### config.mk
export PLATFORM = sky130hd
export DESIGN_NAME = r2fft_ctrl
export DESIGN_NICKNAME = d
export VERILOG_FILES = /design/src/design/r2fft_pkg.sv /design/src/design/r2fft_ctrl.sv
export SDC_FILE = /design/constraint.sdc
export NUM_CORES = 1
export LEC_CHECK = 0
export ABC_AREA = 1
export ABC_CLOCK_PERIOD_IN_PS = 2160
export BUFFER_PORTS_ARGS = -buffer_cell sky130_fd_sc_hd__buf_2
export CORE_AREA = 3 3 40 42
export DETAILED_ROUTE_END_ITERATION = 8
export DIE_AREA = 0 0 43 45
export PLACE_DENSITY_LB_ADDON = 0.25
export SYNTH_ARGS = -nofsm -noshare
export SYNTH_HDL_FRONTEND = slang
export SYNTH_SLANG_ARGS = --single-unit
### constraint.sdc
create_clock -name clk_i -period 2.16 [get_ports clk_i]
set_input_delay 0.432 -clock clk_i [delete_from_list [all_inputs] [get_ports clk_i]]
set_output_delay 0.432 -clock clk_i [all_outputs]
set_load 0.01 [all_outputs]
### src/design/r2fft_pkg.sv
// Shared types and constants for the radix-2 FFT.
package r2fft_pkg;

  localparam int unsigned SampleWidth = 16;
  localparam int unsigned DataWidth   = 22;
  localparam int unsigned CoefWidth   = 17;
  localparam int unsigned MaxAddrBits = 6;

  typedef logic signed [SampleWidth-1:0] sample_t;
  typedef logic signed [DataWidth-1:0]   data_t;
  typedef logic signed [CoefWidth-1:0]   coef_t;

  typedef enum logic [2:0] {
    StIdle,
    StRead,
    StMul,
    StSum,
    StWrite,
    StEmit
  } fft_state_e;

  typedef struct packed {
    logic load;
    logic rd;
    logic mul;
    logic sum;
    logic wr;
    logic emit_rd;
  } fft_cmd_t;

  typedef struct packed {
    logic frame_full;
    logic bfly_last;
    logic emit_last;
    logic emit_free;
  } fft_status_t;

  localparam logic signed [CoefWidth-1:0] QuarterCos [17] = '{
    17'sd32767, 17'sd32609, 17'sd32137, 17'sd31356, 17'sd30273, 17'sd28898,
    17'sd27245, 17'sd25329, 17'sd23170, 17'sd20787, 17'sd18204, 17'sd15446,
    17'sd12539, 17'sd9512, 17'sd6393, 17'sd3212, 17'sd0
  };

  function automatic coef_t tw_cos(input logic [4:0] j);
    if (j <= 5'd16) return QuarterCos[j];
    return -QuarterCos[5'(6'd32 - {1'b0, j})];
  endfunction

  function automatic coef_t tw_sin(input logic [4:0] j);
    if (j <= 5'd16) return QuarterCos[5'd16 - j];
    return QuarterCos[j - 5'd16];
  endfunction

  function automatic data_t sat22(input logic signed [DataWidth+1:0] v);
    if (v > 24'sd2097151) return 22'sd2097151;
    if (v < -24'sd2097152) return -22'sd2097152;
    return v[DataWidth-1:0];
  endfunction

endpackage

### src/design/r2fft_ctrl.sv
// Frame sequencer: load, butterfly passes, emission.
module r2fft_ctrl import r2fft_pkg::*; (
  input  logic        clk_i,
  input  logic        rst_ni,
  input  logic        in_valid_i,
  input  fft_status_t status_i,
  output fft_cmd_t    cmd_o,
  output logic        in_ready_o,
  output logic        busy_o
);

  fft_state_e state_q, state_d;

  always_ff @(posedge clk_i or negedge rst_ni) begin
    if (!rst_ni) begin
      state_q <= StIdle;
    end else begin
      state_q <= state_d;
    end
  end

  always_comb begin
    state_d = state_q;
    unique case (state_q)
      StIdle: begin
        if (in_valid_i && status_i.frame_full) state_d = StRead;
      end
      StRead:  state_d = StMul;
      StMul:   state_d = StSum;
      StSum:   state_d = StWrite;
      StWrite: state_d = status_i.bfly_last ? StEmit : StRead;
      StEmit: begin
        if (status_i.emit_last && status_i.emit_free) state_d = StIdle;
      end
      default: state_d = StIdle;
    endcase
  end

  always_comb begin
    cmd_o      = '0;
    in_ready_o = 1'b0;
    busy_o     = 1'b1;
    unique case (state_q)
      StIdle: begin
        in_ready_o = 1'b1;
        busy_o     = 1'b0;
        cmd_o.load = in_valid_i;
      end
      StRead:  cmd_o.rd  = 1'b1;
      StMul:   cmd_o.mul = 1'b1;
      StSum:   cmd_o.sum = 1'b1;
      StWrite: cmd_o.wr  = 1'b1;
      StEmit:  cmd_o.emit_rd = status_i.emit_free;
      default: busy_o = 1'b1;
    endcase
  end

endmodule

==> out/metrics.cfg, run 1 <==
[placed_design]
dp_hpwl_um = 436
gp_congestion = 0.695
placedInstanceArea_sq_um = 288
port_buffers = 14

[worst_setup_path]
worstPathArrival_ns = 1.15
required_ns = 1.73
crit_buf_inv = 2
start_kind = flop
worst_path_max_delay_cell = dfrtp_1
critPathMaxFanout = 6
cpPeakStageDelay_ns = 0.42
critical_path.top_delay_family = flip-flops
ff2ff_path_depth = 4
rr_startpoint = state_q[0]
critical_path_class = reg -> out
path_cells = inv_1 -> nand2_1 -> nor3b_1 -> buf_2
worstReg2RegEnd = state_q[0]
critPathCaptureType = output port
ff2ff_setup_slack_ns = 1.21

[global_route]
grt_usage_pct = 5.76
grt_pass1_wl_um = 779
globalRouteOverflowTotal = 0
grt_pass1_vias = 208
grt_max_degree = 8
antenna_found_initial = 0

[die]
io_pins = 15
start_util_pct = 15.5
std_cell_rows = 13
die_x_um = 43
dieArea_sq_um = 1940
die_y_um = 45
coreArea_sq_um = 1280

[timing]
setup_violations = 0
fin_crit_ns = 1.58
fin_skew_ns = 0.00217
slew_viol_final = 0
setup_tns_ns = 0
grt_setup_unrepaired = no
maxSlewHeadroom_pct = 84.5
worst-slew-pin-transition_ns = 0.233
hold_viol_final = 0
fmax_ghz = 0.633
period_share_pct = 73.1

[yosys]
synth_nets = 37
netlist_area_sq_um = 199
synth_top_area_cell = dfrtp_1
yosysSeqAreaShare_pct = 37.7
syn-mean-instance-area_sq_um = 6.63
synthFlopType = dfrtp_1
syn_inst = 30
async_reset_ff_share_pct = 100
yosysWarnings = 0
yosys-top-cells-area = dfrtp_1 (38%), inv_1 (11%), nand2_1 (11%)
yosysUniqueCellTypes = 13
synth.top_cell.area_share_pct = 37.7
synth_seq_cells = 3
netlist_top_cells_count = inv_1 (6), nand2_1 (6), nor2_1 (4)
synth_edf_count = 0

[clock_network]
root_buffer = clkbuf_4
numCtsBuffers = 3
cts.sinks = 3
cts_resized = 0
clk-insertion-delay-late_ns = 0.23
htree_levels = 1
clock_path_buffers = 2
path_clk_slew_ns = 0.03
cts_tree = done

[final_layout]
antenna_cells = 0
top_register = state_q
fin_area_sq_um = 324
nets = 57
drive_gt1_share_pct = 42.9
nFillCells = 155
largest_reg_flops = 3
top_regs = state_q (3)
syn2layout_area_growth_pct = 62.9

[worst_hold_path]
hp-start = status_i[2]
hold_end = state_q[2]
hp-class = in -> reg
worstHoldPathCells = 3

[routing]
drt-total-wl_um = 524
num_vias = 231
postRouteAntennaNets = 0
wl_per_cell_um = 8.19
drt_first_pass_iters = 1
via_per_inst = 3.61
drt_iter0_drc = 0
route.detailed.drc = 0

[power]
powerDensity_nw_per_um2 = 1370
ir_worst_vdd_uv = 424
power.leakage_nw = 0.201

[run_status]
outcome = completed

[flow_run]
maxCapViolCount = 0

[what timing repair did]
action	in CTS	in global routing
hold endpoints to repair	3	0
hold buffers	1	0
setup buffers	0	0
[placed cells by master (no fill, tap or decap)]
cell type	n
buf_2	14
inv_1	6
nand2_1	6
nor2_1	4
nand3_1	3
clkbuf_4	3
dfrtp_1	3
inv_2	1
nor3_1	1
nand2_2	1
nor3b_1	1
a21oi_1	1
nand4_1	1
nor2_2	1
a21oi_2	1
clkbuf_1	1
dlygate4sd3_1	1
[power breakdown]
group	internal [mW]	switching, mW	total (mW)
registers	0.0820	0.0389	0.121
logic	0.0912	0.135	0.226
clock network	0.0692	0.0281	0.0973
[how the worst max path moves through the flow]
stage / start / to / slack, ns / cells after the start
floorplan: state_q[1] / cmd_o[0] / 0.86 / 3
global placement: state_q[1] / cmd_o[0] / 0.81 / 4
detailed placement: state_q[1] / cmd_o[0] / 0.80 / 4
CTS: state_q[1] / cmd_o[0] / 0.55 / 4
global route: state_q[1] / cmd_o[0] / 0.48 / 4
finish: state_q[1] / cmd_o[0] / 0.58 / 4
[final cells by class]
class / instances / area (sq um) / share of cell area [%]
Inverter: 7 / 26.3 / 8.11
Timing Repair Buffer: 15 / 80.1 / 24.7
Tap cell: 15 / 18.8 / 5.79
Sequential cell: 3 / 75.1 / 23.2
Multi-Input combinational cell: 20 / 97.6 / 30.1
Clock buffer: 4 / 26.3 / 8.11
[metrics by stage]
stage / setup WS (ns) / hold WS, ns / cells / util [%] / total power, mW
after CTS: 0.546 / 0.470 / 64 / 25.2 / 0.456
after global routing: 0.481 / 0.483 / 64 / 25.2 / 0.489
after detailed placement: 0.796 / 0.229 / 59 / 22.4 / 0.352
after floorplan: 0.860 / 0.136 / 30 / - / 0.261
final: 0.580 / 0.473 / 64 / 25.2 / 0.444
after global placement: 0.813 / 0.230 / 59 / 22.4 / 0.351
[worst register-to-register path: stages, from the launching register on]
cell and delay, ns:
dfrtp_1 0.42, nor2_1 0.18, nand2_2 0.10, nor2_2 0.10
a21oi_2 0.04
[logic make-up (layout without fill, tap and decap cells)]
logic type             after synthesis  in the layout  share of synthesized area, %
AND/OR/NAND/NOR                     18             18                          42.1
buffers and inverters                7             26                          13.2
flip-flops                           3              3                          37.7
AO/OA/AOI/OAI                        2              2                          6.92
[layer usage]
| layer | GRT usage, % | wire length (um) | up-vias |
|---|---|---|---|
| met1 | 6.07 | 249 | 95 |
| met5 | 0 | 0 | - |
| li1 | - | - | 129 |
| met4 | 5.42 | 0 | 0 |
| met2 | 8.08 | 235 | 7 |
| met3 | 3.19 | 39 | 0 |
Power figures use the tool's default switching activity.
==> run 2, diff against run 1 <==
Settings changed: ABC_AREA 1 to 0, ABC_CLOCK_PERIOD_IN_PS 2160 to 1650.
Clock period 2.16 ns to 1.65 ns, I/O delays scaled along.
==> run 2 against run 1 <==
  * Utilization up 3.3 points
  * Count of clock-buffer cells in the layout unchanged
  * Register-to-register slack worse by 0.67 ns
  * Hold slack worse by 0.087 ns
  * Die area unchanged
  * Design area up 13%
  * Critical path depth unchanged
  * Largest cell class is now non-clock buffers
  * Highest routed layer unchanged
==> out/metrics.cfg, run 2 <==
[final_layout]
top_regs = state_q (3)
drive_gt1_share_pct = 61.4
nets = 52
layout_common_cells = buf_2 (13), nor2_1 (3), clkbuf_4 (3), buf_4 (3), dfrtp_1 (3)
largest_reg_flops = 3
final_common_cell = buf_2
antenna_cells = 0
syn2layout_area_growth_pct = 79.8
top_register = state_q

[clock_network]
htree_levels = 1
clk-insertion-delay-late_ns = 0.23
cts_tree = done
numCtsBuffers = 3
cts.sinks = 3
root_buffer = clkbuf_4
clock_path_buffers = 2
path_clk_slew_ns = 0.04

[yosys]
yosysSeqAreaShare_pct = 36.8
yosys-top-cells-area = dfrtp_1 (37%), nor2_1 (7.4%), buf_6 (5.5%)
synthSimpleGateAreaFrac_pct = 33.7
synth_nets = 29
synth_compound_area_share_pct = 20.2
netlist_area_sq_um = 204
synth_xor_area_share_pct = 0
synthAdderAreaFrac_pct = 0
syn-mean-instance-area_sq_um = 9.27
synth.top_cell.area_share_pct = 36.8
synthFlopType = dfrtp_1
yosysMostFrequentCell = nor2_1
netlist_top_cells_count = nor2_1 (4), dfrtp_1 (3)
yosysUniqueCellTypes = 17
synth_seq_cells = 3
async_reset_ff_share_pct = 100
syn_inst = 22
synth_mux_area_share_pct = 0
synth_top_family_by_area = simple AND/OR/NAND/NOR gates
yosysWarnings = 0
synth_edf_count = 0
synth_top_area_cell = dfrtp_1

[timing]
fin_skew_ns = 0.00505
hold_ws_ns = 0.386
worst-slew-pin-transition_ns = 0.242
maxSlewHeadroom_pct = 83.9
grt_setup_unrepaired = yes
slew_viol_final = 0
fin_crit_ns = 1.60
worst_slack_ns = 0.0487
setup_violations = 0
period_share_pct = 97.1
hold_viol_final = 0
fmax_ghz = 0.624

[die]
std_cell_rows = 13
die_x_um = 43
dieArea_sq_um = 1940
io_pins = 15
start_util_pct = 15.9
coreArea_sq_um = 1280
die_y_um = 45

[routing]
wl_per_cell_um = 10.3
via_per_inst = 3.92
drt_first_pass_iters = 2
postRouteAntennaNets = 0
num_vias = 231
drt-total-wl_um = 608
drt_iter0_drc = 2
route.detailed.drc = 0

[worst_setup_path]
critical_path.top_delay_family = simple AND/OR/NAND/NOR gates
cp.depth = 4
worst_path_max_delay_cell = or3_4
crit_buf_inv = 2
critPathMaxFanout = 2
required_ns = 1.32
crit_end = cmd_o[5]
ff2ff_path_depth = 3
cpPeakStageDelay_ns = 0.39
path_cells = or3_4 -> inv_2 -> and2_4 -> buf_6
start_kind = flop
rr_startpoint = state_q[2]
ff2ff_setup_slack_ns = 0.54
crit_start = state_q[1]
critical_path_class = reg -> out
worstPathArrival_ns = 1.27
critPathCaptureType = output port
worstReg2RegEnd = state_q[0]

[placed_design]
gp_congestion = 0.751
dp_hpwl_um = 436
port_buffers = 14
post-place-ws_ns = 0.224

[global_route]
grt_pass1_vias = 233
antenna_found_initial = 0
grt_usage_pct = 7.68
grt_max_degree = 10
grt_pass1_wl_mm = 1.01
globalRouteOverflowTotal = 0

[power]
power.leakage_nw = 0.189
powerDensity_nw_per_um2 = 1900
ir_worst_vdd_uv = 733

[run_status]
outcome = completed

[flow_run]
maxCapViolCount = 0

[worst_hold_path]
hp-class = in -> reg

## run 2: changes by cell type after synthesis, sizes merged, moves of 2 or more
cell,previous run,this run
a21oi,2,0
nand2,7,1
inv,7,2
nand3,3,0
## run 2: power by group
part	switching, mW	internal (mW)	leakage (nW)
Clock	0.0372	0.0905	0.0150
Sequential	0.0200	0.106	0.0380
Combinational	0.208	0.233	0.136
Total	0.265	0.429	0.189
## run 2: layer usage
layer | vias to the layer above | global-route usage (%) | part of all wire, %
met5 | - | 0 | 0
met4 | 0 | 3.61 | 0
met3 | 0 | 6.77 | 11
met2 | 11 | 10.5 | 48
met1 | 99 | 8.25 | 41
li1 | 121 | - | -
## run 2: worst reg2reg max path, cell delays in order (launching register included)
cell	delay, ns
dfrtp_1	0.35
buf_4	0.16
a21bo_2	0.24
a221oi_1	0.25
## run 2: layout make-up
type	count	area [sq um]
Multi-Input combinational cell	16	119
Sequential cell	3	75.1
Fill cell	147	918
Tap cell	15	18.8
Clock buffer	4	26.3
Inverter	2	7.51
Timing Repair Buffer	19	120
## run 2: how the worst min path moves through the flow
stage | startpoint | end | depth (start not counted)
2_1_floorplan | rst_ni | state_q[0] | 0
3_3_place_gp | rst_ni | state_q[2] | 1
3_5_place_dp | rst_ni | state_q[2] | 1
4_1_cts | status_i[2] | state_q[2] | 3
5_1_grt | status_i[2] | state_q[2] | 3
6_report | status_i[2] | state_q[2] | 3
## run 2: what timing repair did
item,4_1_cts,5_1_grt
gates resized for setup,0,5
setup buffers,2,0
pin swaps,0,2
gates cloned,0,0
hold buffers,1,0
endpoints found under the hold margin,3,0
endpoints found under the setup margin,1,3
## run 2: per-stage QoR
step,instance area (sq um),util [%],power (mW),cells,TNS [ns]
final,367,28.5,0.695,59,0
after global routing,367,28.5,0.770,59,-0.0250
after CTS,348,27.1,0.655,59,0
after detailed placement,297,23.1,0.485,52,0
after global placement,297,23.1,0.493,52,0
after floorplan,204,-,0.358,22,0
## run 2: cells by family after synthesis
family,after synthesis
and+or+nand+nor,11
AOI/OAI and AO/OA,5
DFF,3
buffers and inverters,3
